[config.mk]
export PLATFORM = sky130hd
export DESIGN_NAME = sequence_completion_tracker
export DESIGN_NICKNAME = d
export VERILOG_FILES = /design/src/seqc_pkg.sv /design/src/seqc_ram.sv /design/src/sequence_completion_tracker.sv
export SDC_FILE = /design/constraint.sdc
export NUM_CORES = 2
export LEC_CHECK = 0
export BUFFER_PORTS_ARGS = -buffer_cell sky130_fd_sc_hd__buf_2
export CAP_MARGIN = 25
export CORE_UTILIZATION = 30
export DETAILED_ROUTE_END_ITERATION = 8
export SYNTH_ARGS = -nofsm -noshare
export SYNTH_HDL_FRONTEND = slang
export SYNTH_HIERARCHICAL = 1
export SYNTH_SLANG_ARGS = --single-unit
[constraint.sdc]
create_clock -name clock -period 7.85 [get_ports clock]
set_clock_uncertainty 0.15 [all_clocks]
set_input_delay 0.3925 -clock clock [delete_from_list [all_inputs] [get_ports clock]]
set_output_delay 0.3925 -clock clock [all_outputs]
set_load 0.005 [all_outputs]
[src/seqc_pkg.sv]
package seqc_pkg;

   localparam int DEF_WINDOW_RUNS = 4;
   localparam int WORDS_PER_RUN   = 8;
   localparam int WORD_BITS       = 64;
   localparam int RUN_BITS        = WORDS_PER_RUN * WORD_BITS;
   localparam int WORD_SEL_BITS   = 3;
   localparam int BIT_SEL_BITS    = 6;
   localparam int RUN_OFF_BITS    = WORD_SEL_BITS + BIT_SEL_BITS;

   localparam logic [63:0] SEQ_MAX    = 64'hFFFF_FFFF_FFFF_FFFF;
   localparam logic [63:0] BASE_LIMIT = SEQ_MAX - 64'(RUN_BITS);

   localparam logic [1:0] MODE_MARK  = 2'd0;
   localparam logic [1:0] MODE_BELOW = 2'd1;
   localparam logic [1:0] MODE_QUERY = 2'd2;
   localparam logic [1:0] MODE_SPARE = 2'd3;

   localparam logic [1:0] ST_OK    = 2'd0;
   localparam logic [1:0] ST_BELOW = 2'd1;
   localparam logic [1:0] ST_DROP  = 2'd2;

endpackage

[src/seqc_ram.sv]
module seqc_ram #(
   parameter int WIDTH = 64,
   parameter int DEPTH = 32
) (
   input  logic                     clock,
   input  logic                     wr_en,
   input  logic [$clog2(DEPTH)-1:0] wr_addr,
   input  logic [WIDTH-1:0]         wr_data,
   input  logic [$clog2(DEPTH)-1:0] rd_addr,
   output logic [WIDTH-1:0]         rd_data
);

   logic [WIDTH-1:0] mem_ff [DEPTH];

   always_ff @(posedge clock) begin
      if (wr_en) begin
         mem_ff[wr_addr] <= wr_data;
      end
      rd_data <= mem_ff[rd_addr];
   end

endmodule

[src/sequence_completion_tracker.sv]
// Sequence completion tracker.
// Input channel req_*: req_mode selects mark one number, mark every number
// below req_seq_number, or query. One transfer on rsp_* answers every request
// with the lowest incomplete number and a status (accepted, below base, or
// dropped beyond the window).
// Requests are handled one at a time; req_stall is high from acceptance until
// the response transfer completes. All bitmap words live in one single-port-
// write RAM, and every RAM access is a read or write of one 64-bit word.
// Steps per request: decode; then either the mark of one number, or the run
// advances and the fill of a mark-below; then full-run checks, each full run
// advanced; then the lowest-incomplete scan, by words and then by bytes; then
// the response.
// Reset: synchronous; afterwards the RAM is cleared one word a cycle, all
// WINDOW_RUNS*8 words, with req_stall high. A mark-up-to beyond the window
// clears the RAM again the same way.
// A stalled response holds its value; no new request is taken until it leaves.
module sequence_completion_tracker #(
   parameter int WINDOW_RUNS = seqc_pkg::DEF_WINDOW_RUNS
) (
   input  logic        clock,
   input  logic        reset,
   input  logic        req_valid,
   output logic        req_stall,
   input  logic [1:0]  req_mode,
   input  logic [63:0] req_seq_number,
   output logic        rsp_valid,
   input  logic        rsp_stall,
   output logic [63:0] rsp_lowest_incomplete,
   output logic [1:0]  rsp_status
);

   localparam int SW    = (WINDOW_RUNS > 1) ? $clog2(WINDOW_RUNS) : 1;
   localparam int CW    = $clog2(WINDOW_RUNS + 1);
   localparam int DEPTH = WINDOW_RUNS * seqc_pkg::WORDS_PER_RUN;
   localparam int AW    = $clog2(DEPTH);
   localparam int WSB   = seqc_pkg::WORD_SEL_BITS;
   localparam int OB    = seqc_pkg::RUN_OFF_BITS;
   localparam logic [63:0] WINDOW_BITS = 64'(WINDOW_RUNS) * 64'(seqc_pkg::RUN_BITS);
   localparam logic [WSB-1:0] LAST_WORD = WSB'(seqc_pkg::WORDS_PER_RUN - 1);

   typedef enum logic [4:0] {
      S_INIT, S_IDLE, S_DECODE, S_M0_RD, S_M0_WR, S_ADV, S_WIPE,
      S_FILL, S_FILL_WR, S_CAS_START, S_CAS_RD, S_CAS_CHK,
      S_LOW_RD, S_LOW_CHK, S_LOW_BYTE, S_RESP
   } state_type;

   state_type       state_ff, state_in;
   logic [1:0]      mode_ff, mode_in;
   logic [63:0]     seq_ff, seq_in;
   logic [63:0]     base_ff, base_in;
   logic [SW-1:0]   head_ff, head_in;
   logic [1:0]      status_ff, status_in;
   logic [WSB-1:0]  word_ff, word_in;
   logic [SW-1:0]   runs_ff, runs_in;
   logic [CW-1:0]   casc_ff, casc_in;
   logic            adv_cas_ff, adv_cas_in;
   logic [AW-1:0]   clr_ff, clr_in;
   logic [AW-1:0]   tgt_ff, tgt_in;
   logic [5:0]      bit_ff, bit_in;
   logic [63:0]     vbuf_ff, vbuf_in;
   logic [OB-1:0]   off_ff, off_in;
   logic            rsp_valid_ff, rsp_valid_in;
   logic [63:0]     rsp_low_ff, rsp_low_in;
   logic [1:0]      rsp_status_ff, rsp_status_in;

   logic            mem_we;
   logic [AW-1:0]   mem_waddr, mem_raddr;
   logic [63:0]     mem_wdata, mem_rdata;

   logic [63:0]     diff;
   logic [63:0]     idx;
   logic [SW:0]     slot_sum;
   logic [SW-1:0]   slot;
   logic [SW-1:0]   head_next;
   logic [64:0]     low_sum;
   logic [WSB-1:0]  fill_full;
   logic [5:0]      fill_rem;

   function automatic logic [3:0] trail_ones(input logic [7:0] b);
      logic [3:0] n;
      logic       run;
      n   = 4'd0;
      run = 1'b1;
      for (int i = 0; i < 8; i++) begin
         run = run & b[i];
         n   = n + 4'(run);
      end
      return n;
   endfunction

   seqc_ram #(.WIDTH(64), .DEPTH(DEPTH)) u_ram (
      .clock   (clock),
      .wr_en   (mem_we),
      .wr_addr (mem_waddr),
      .wr_data (mem_wdata),
      .rd_addr (mem_raddr),
      .rd_data (mem_rdata)
   );

   assign idx       = {seq_ff[63:OB], {OB{1'b0}}};
   assign diff      = ((mode_ff == seqc_pkg::MODE_BELOW) ? idx : seq_ff) - base_ff;
   assign slot_sum  = {1'b0, head_ff} + {1'b0, diff[OB +: SW]};
   assign slot      = (slot_sum >= (SW+1)'(WINDOW_RUNS)) ?
                      SW'(slot_sum - (SW+1)'(WINDOW_RUNS)) : SW'(slot_sum);
   assign head_next = ({1'b0, head_ff} + 1'b1 == (SW+1)'(WINDOW_RUNS)) ?
                      '0 : SW'({1'b0, head_ff} + 1'b1);
   assign fill_full = seq_ff[OB-1 -: WSB];
   assign fill_rem  = seq_ff[5:0];
   assign low_sum   = {1'b0, base_ff} + 65'(off_ff) + 65'(trail_ones(vbuf_ff[7:0]));

   always_comb begin
      state_in      = state_ff;
      mode_in       = mode_ff;
      seq_in        = seq_ff;
      base_in       = base_ff;
      head_in       = head_ff;
      status_in     = status_ff;
      word_in       = word_ff;
      runs_in       = runs_ff;
      casc_in       = casc_ff;
      adv_cas_in    = adv_cas_ff;
      clr_in        = clr_ff;
      tgt_in        = tgt_ff;
      bit_in        = bit_ff;
      vbuf_in       = vbuf_ff;
      off_in        = off_ff;
      rsp_valid_in  = rsp_valid_ff;
      rsp_low_in    = rsp_low_ff;
      rsp_status_in = rsp_status_ff;
      mem_we        = 1'b0;
      mem_waddr     = AW'({head_ff, word_ff});
      mem_wdata     = '0;
      mem_raddr     = AW'({head_ff, word_ff});

      case (state_ff)
         S_INIT, S_WIPE: begin
            mem_we    = 1'b1;
            mem_waddr = clr_ff;
            clr_in    = clr_ff + 1'b1;
            if (clr_ff == AW'(DEPTH - 1)) begin
               clr_in = '0;
               if (state_ff == S_INIT) begin
                  state_in = S_IDLE;
               end else begin
                  head_in  = '0;
                  base_in  = idx;
                  word_in  = '0;
                  state_in = S_FILL;
               end
            end
         end
         S_IDLE: begin
            if (req_valid) begin
               mode_in  = req_mode;
               seq_in   = req_seq_number;
               state_in = S_DECODE;
            end
         end
         S_DECODE: begin
            status_in = seqc_pkg::ST_OK;
            word_in   = '0;
            casc_in   = '0;
            case (mode_ff)
               seqc_pkg::MODE_MARK: begin
                  if (seq_ff < base_ff) begin
                     status_in = seqc_pkg::ST_BELOW;
                     state_in  = S_LOW_RD;
                  end else if (diff >= WINDOW_BITS) begin
                     status_in = seqc_pkg::ST_DROP;
                     state_in  = S_LOW_RD;
                  end else begin
                     tgt_in   = AW'({slot, diff[OB-1 -: WSB]});
                     bit_in   = diff[5:0];
                     state_in = S_M0_RD;
                  end
               end
               seqc_pkg::MODE_BELOW: begin
                  if (idx < base_ff) begin
                     status_in = seqc_pkg::ST_BELOW;
                     state_in  = S_LOW_RD;
                  end else if (diff >= WINDOW_BITS) begin
                     clr_in   = '0;
                     state_in = S_WIPE;
                  end else if (diff[OB +: SW] == '0) begin
                     state_in = S_FILL;
                  end else begin
                     runs_in    = diff[OB +: SW];
                     adv_cas_in = 1'b0;
                     state_in   = S_ADV;
                  end
               end
               default: begin
                  state_in = S_LOW_RD;
               end
            endcase
         end
         S_M0_RD: begin
            mem_raddr = tgt_ff;
            state_in  = S_M0_WR;
         end
         S_M0_WR: begin
            mem_we    = 1'b1;
            mem_waddr = tgt_ff;
            mem_wdata = mem_rdata | (64'd1 << bit_ff);
            state_in  = S_CAS_START;
         end
         S_ADV: begin
            mem_we  = 1'b1;
            word_in = word_ff + 1'b1;
            if (word_ff == LAST_WORD) begin
               word_in = '0;
               head_in = head_next;
               base_in = base_ff + 64'(seqc_pkg::RUN_BITS);
               if (adv_cas_ff) begin
                  casc_in  = casc_ff + 1'b1;
                  state_in = S_CAS_START;
               end else begin
                  runs_in = runs_ff - 1'b1;
                  if (runs_ff == SW'(1)) begin
                     state_in = S_FILL;
                  end
               end
            end
         end
         S_FILL: begin
            if (word_ff < fill_full) begin
               mem_we    = 1'b1;
               mem_wdata = seqc_pkg::SEQ_MAX;
               word_in   = word_ff + 1'b1;
            end else if (fill_rem != '0) begin
               state_in = S_FILL_WR;
            end else begin
               state_in = S_CAS_START;
            end
         end
         S_FILL_WR: begin
            mem_we    = 1'b1;
            mem_wdata = mem_rdata | ((64'd1 << fill_rem) - 64'd1);
            state_in  = S_CAS_START;
         end
         S_CAS_START: begin
            word_in = '0;
            if (casc_ff == CW'(WINDOW_RUNS) || base_ff > seqc_pkg::BASE_LIMIT) begin
               state_in = S_LOW_RD;
            end else begin
               state_in = S_CAS_RD;
            end
         end
         S_CAS_RD: begin
            state_in = S_CAS_CHK;
         end
         S_CAS_CHK: begin
            if (mem_rdata != seqc_pkg::SEQ_MAX) begin
               word_in  = '0;
               state_in = S_LOW_RD;
            end else if (word_ff == LAST_WORD) begin
               word_in    = '0;
               adv_cas_in = 1'b1;
               state_in   = S_ADV;
            end else begin
               word_in  = word_ff + 1'b1;
               state_in = S_CAS_RD;
            end
         end
         S_LOW_RD: begin
            state_in = S_LOW_CHK;
         end
         S_LOW_CHK: begin
            if (mem_rdata != seqc_pkg::SEQ_MAX) begin
               vbuf_in  = mem_rdata;
               off_in   = {word_ff, 6'd0};
               state_in = S_LOW_BYTE;
            end else if (word_ff == LAST_WORD) begin
               rsp_low_in    = seqc_pkg::SEQ_MAX;
               rsp_status_in = status_ff;
               rsp_valid_in  = 1'b1;
               state_in      = S_RESP;
            end else begin
               word_in  = word_ff + 1'b1;
               state_in = S_LOW_RD;
            end
         end
         S_LOW_BYTE: begin
            if (vbuf_ff[7:0] == 8'hFF) begin
               vbuf_in = vbuf_ff >> 8;
               off_in  = off_ff + OB'(8);
            end else begin
               rsp_low_in    = low_sum[64] ? seqc_pkg::SEQ_MAX : low_sum[63:0];
               rsp_status_in = status_ff;
               rsp_valid_in  = 1'b1;
               state_in      = S_RESP;
            end
         end
         S_RESP: begin
            if (!rsp_stall) begin
               rsp_valid_in = 1'b0;
               word_in      = '0;
               state_in     = S_IDLE;
            end
         end
         default: begin
            state_in = S_IDLE;
         end
      endcase

      if (state_ff == S_FILL_WR || state_ff == S_FILL) begin
         mem_raddr = AW'({head_ff, fill_full});
         if (state_ff == S_FILL_WR) begin
            mem_waddr = AW'({head_ff, fill_full});
         end
      end
   end

   always_ff @(posedge clock) begin
      if (reset) begin
         state_ff     <= S_INIT;
         base_ff      <= '0;
         head_ff      <= '0;
         word_ff      <= '0;
         runs_ff      <= '0;
         casc_ff      <= '0;
         adv_cas_ff   <= 1'b0;
         clr_ff       <= '0;
         status_ff    <= seqc_pkg::ST_OK;
         rsp_valid_ff <= 1'b0;
      end else begin
         state_ff     <= state_in;
         base_ff      <= base_in;
         head_ff      <= head_in;
         word_ff      <= word_in;
         runs_ff      <= runs_in;
         casc_ff      <= casc_in;
         adv_cas_ff   <= adv_cas_in;
         clr_ff       <= clr_in;
         status_ff    <= status_in;
         rsp_valid_ff <= rsp_valid_in;
      end
      mode_ff       <= mode_in;
      seq_ff        <= seq_in;
      tgt_ff        <= tgt_in;
      bit_ff        <= bit_in;
      vbuf_ff       <= vbuf_in;
      off_ff        <= off_in;
      rsp_low_ff    <= rsp_low_in;
      rsp_status_ff <= rsp_status_in;
   end

   assign req_stall             = (state_ff != S_IDLE);
   assign rsp_valid             = rsp_valid_ff;
   assign rsp_lowest_incomplete = rsp_low_ff;
   assign rsp_status            = rsp_status_ff;

endmodule

==> flow_metrics.py <==
metrics = {
    "run_status": {
        "outcome": "completed",
    },
    "clocking": {
        "clockBufferDepth": 4,
        "clk_latency_ps": 920,
        "cts_buffers": 234,
        "cts_resized": 0,
        "clock-sinks": 2403,
        "clockRootBuffer": "clkbuf_16",
        "h-tree-depth": 4,
        "clk_pin_slew_worst_paths_ps": 60,
        "cts_tree": "yes",
    },
    "finish": {
        "design_area_um2": 116000,
        "nNetsFinal": 6183,
        "drive_above_1_share_pct": 24.29,
        "synthToLayoutAreaGrowth_pct": 16.38,
        "fill_cells": 30787,
        "finalNonFillerCells": 10588,
    },
    "floorplan": {
        "die_h_um": 578.4,
        "chipWidth_um": 578.4,
        "core-area_um2": 330500,
        "dieArea_um2": 334600,
        "std_cell_rows": 211,
        "num_io_pins": 138,
        "initial_core_util_pct": 30.16,
    },
    "setup_path": {
        "slowest_stage": "nand4_1",
        "path_cells": "and3_1 > and3_1 > nand4_1 > fa_1 > fa_1 > inv_1 > fa_1 > a21o_1 > a21o_1 > a41oi_1 > o21bai_1 > a21oi_1 > o21bai_1 > a21oi_1 > o21bai_1 > nand4_1 > nor4_1 > and3_1 > o21ai_0",
        "critical_path_class": "reg -> reg",
        "worst-path-buf-inv": 1,
        "arrival_ps": 6710,
        "reg2reg_setup_slack_ps": 1580,
        "cp_data_required_time_ps": 8290,
        "cp-startpoint": "vbuf_ff[0]$_DFFE_PP_",
        "r2r_end": "rsp_lowest_incomplete[59]$_SDFFCE_PP1P_",
        "worst-path-max-fanout": 14,
        "reg2reg_depth": 19,
        "critical_path.startpoint_type": "register",
        "cp_top_family": "simple AND/OR/NAND/NOR gates",
        "r2r-start": "vbuf_ff[0]$_DFFE_PP_",
        "endpoint_kind": "register",
        "critPathMaxStageDelay_ps": 920,
    },
    "placement": {
        "placed_area_um2": 107100,
        "place_congestion": 0.9551,
        "dp_slack_ps": 1743,
        "placedCellCount": 10052,
        "numPortBuffers": 137,
        "dp_hpwl_mm": 180.1,
    },
    "synth": {
        "yosysWarnings": 6,
        "syn_avg_cell_area_um2": 17.57,
        "yosys.area.top_type": "edfxtp_1",
        "syn_area_um2": 99680,
        "synth_area_leaders": "edfxtp_1, mux4_2, dfxtp_1",
        "ys.flop_type": "edfxtp_1",
        "synth.top_cell.area_share_pct": 68.12,
        "synthCells": 5672,
        "async_flop_share_pct": 0,
        "synthDistinctLibCells": 86,
        "synth_edf_count": 2261,
        "ys_seq_area_share_pct": 70.97,
        "ys_seq_elements": 2403,
    },
    "global_route": {
        "grt_max_degree": 113,
        "track_usage_pct": 17.61,
        "use_met1_pct": 25.12,
        "grt_pass1_wl_mm": 423.8,
        "first_global_vias": 56143,
        "use_met2_pct": 27.72,
        "top_usage_layer": "met2",
        "antenna_found_initial": 15,
        "globalRoute.totalOverflow": 0,
        "grt_use_met3_pct": 2.633,
    },
    "sta": {
        "rsz0062_at_grt": "false",
        "post-route-period-util_pct": 79.82,
        "fmaxAchievable_mhz": 159.6,
        "report.final.slew_viol_count": 0,
        "worst_pin_slew_ps": 1265,
        "final-setup-viol-count": 0,
        "final_hold_viol_count": 0,
        "worst_slew_margin_rel_pct": 15.67,
        "worst_slack_ps": 1584,
        "setup_tns_ps": 0,
        "post-route-min-period_ps": 6266,
    },
    "min_path": {
        "hp-class": "in -> reg",
        "holdPathEnd": "seq_ff[5]$_DFFE_PP_",
        "min_from": "req_seq_number[5]",
        "hold-path-cell-count": 2,
    },
    "route": {
        "routed-via-count": 57563,
        "drc": 0,
        "drt_iter0_drc": 7620,
        "wirelength_mm": 301.7,
        "routedWlPerCell_um": 28.50,
        "viasPerCell": 5.437,
        "dr.pass1.iters": 8,
        "ant_nets": 0,
    },
    "power": {
        "vdd_drop_max_mv": 0.2545,
        "power_leakage_nw": 35.72,
        "power_density_nw_per_um2": 321.3,
    },
    "job": {
        "cap_violations": 0,
    },
}
[worst max-delay path by stage]
stage	end	slack, ps	cells after the start
floorplan	u_ram/mem_ff[12][0]$_DFFE_PP_	2090	11
global placement	rsp_lowest_incomplete[51]$_SDFFCE_PP1P_	1720	19
detailed placement	rsp_lowest_incomplete[59]$_SDFFCE_PP1P_	1740	19
CTS	rsp_lowest_incomplete[59]$_SDFFCE_PP1P_	1730	19
global route	rsp_lowest_incomplete[59]$_SDFFCE_PP1P_	1360	19
finish	rsp_lowest_incomplete[59]$_SDFFCE_PP1P_	1580	19
[per-layer routing]
metal / vias to the layer above / wire, um
li1: 23676 / -
met1: 30476 / 127600
met2: 2907 / 139400
met3: 496 / 25340
met4: 8 / 9350
met5: - / 47
[cell usage after synthesis, drive strengths merged (17+ instances only)]
master	instances
o211ai	17
xor2	21
a21oi	205
nand4	77
o21ai	220
or3	26
nand2	428
o22ai	46
a22oi	21
clkbuf	205
and2	42
mux4	594
nor2b	19
and3	20
xnor2	74
nand3	70
a211oi	51
nor4	42
mux2	82
nor3	78
mux2i	62
ha	86
nor2	268
inv	99
o21a	19
a221oi	59
edfxtp	2261
buf	113
dfxtp	142
a21o	17
nand2b	25
[sequential cells by signal, summed over array words and instances (netlist names), 4 cells and up]
register and flops:
clr_ff 5, state_ff 4, u_ram/rd_data 64, tgt_ff 5
vbuf_ff 64, rsp_lowest_incomplete 64, bit_ff 6, u_ram/mem_ff 2048
base_ff 55, off_ff 6, seq_ff 64
[cell type report]
cell class,instances,area (um2),share of cell area (%)
flip-flops and latches,2403,70740,60.98
repair buffers,427,3852,3.321
clock inverters,125,1374,1.184
clock buffers,305,6345,5.470
well taps,4366,5463,4.709
inverters,99,372.9,0.3214
multi-input cells,2858,27840,24.00
diodes,5,12.51,0.01079
[repair_timing]
action,in CTS,in global routing
hold endpoints to repair,98,0
hold buffers,69,0
buffers inserted,0,0
[report_power, final]
group          total [mW]  internal [mW]  switching (mW)
clock network        11.4           6.54            4.86
registers            17.1           16.4           0.728
logic                8.74           3.28            5.46
total                37.3           26.2            11.0
[logic make-up (layout without fill, tap and decap cells)]
family | after synthesis | count (layout) | synth area share (%)
buffers and inverters | 417 | 956 | 1.713
adders and majority gates | 90 | 90 | 1.160
muxes | 738 | 738 | 14.97
and+or+nand+nor | 1138 | 1138 | 5.272
xor gates and xnor gates | 95 | 95 | 0.8348
AOI/OAI and AO/OA | 790 | 790 | 5.078
DFF | 2403 | 2403 | 70.97
other | 1 | 12 | 0.003762
[stage by stage]
| stage | hold slack [ps] | utilization (%) | power (mW) |
|---|---|---|---|
| 2_1_floorplan | 258.1 | - | 22.28 |
| 3_3_place_gp | 290.1 | 32.29 | 25.59 |
| 3_5_place_dp | 304.6 | 32.40 | 25.89 |
| 4_1_cts | 38.28 | 34.94 | 37.25 |
| 5_1_grt | 75.25 | 35.09 | 38.41 |
| 6_report | 94.53 | 35.09 | 37.27 |
[layout by cell type, fill, tap and decap left out, types with 40 or more instances in the layout]
cell type / n
inv_1: 97
buf_4: 144
edfxtp_1: 2261
clkbuf_1: 51
ha_1: 86
a211oi_1: 49
o22ai_1: 46
dlygate4sd3_1: 69
mux2_2: 80
nor3_1: 76
mux4_2: 594
clkinv_2: 40
nor2_1: 233
a21oi_1: 202
o21ai_0: 162
o21ai_2: 44
and2_1: 40
buf_2: 137
nand3_1: 69
dfxtp_1: 142
xnor2_1: 74
nor4_1: 41
clkbuf_16: 237
mux2i_1: 62
a221oi_1: 59
nand2_1: 427
nand4_1: 77
[worst reg2reg max path: cells and delay by family, from the launching register on]
kind,cells,cell delay [ps]
flops,1,370
simple gates,6,2540
buf+inv,1,80
fa+ha+maj,3,1140
compound gates,9,1700
No activity file was read; power rests on OpenSTA's default activity.
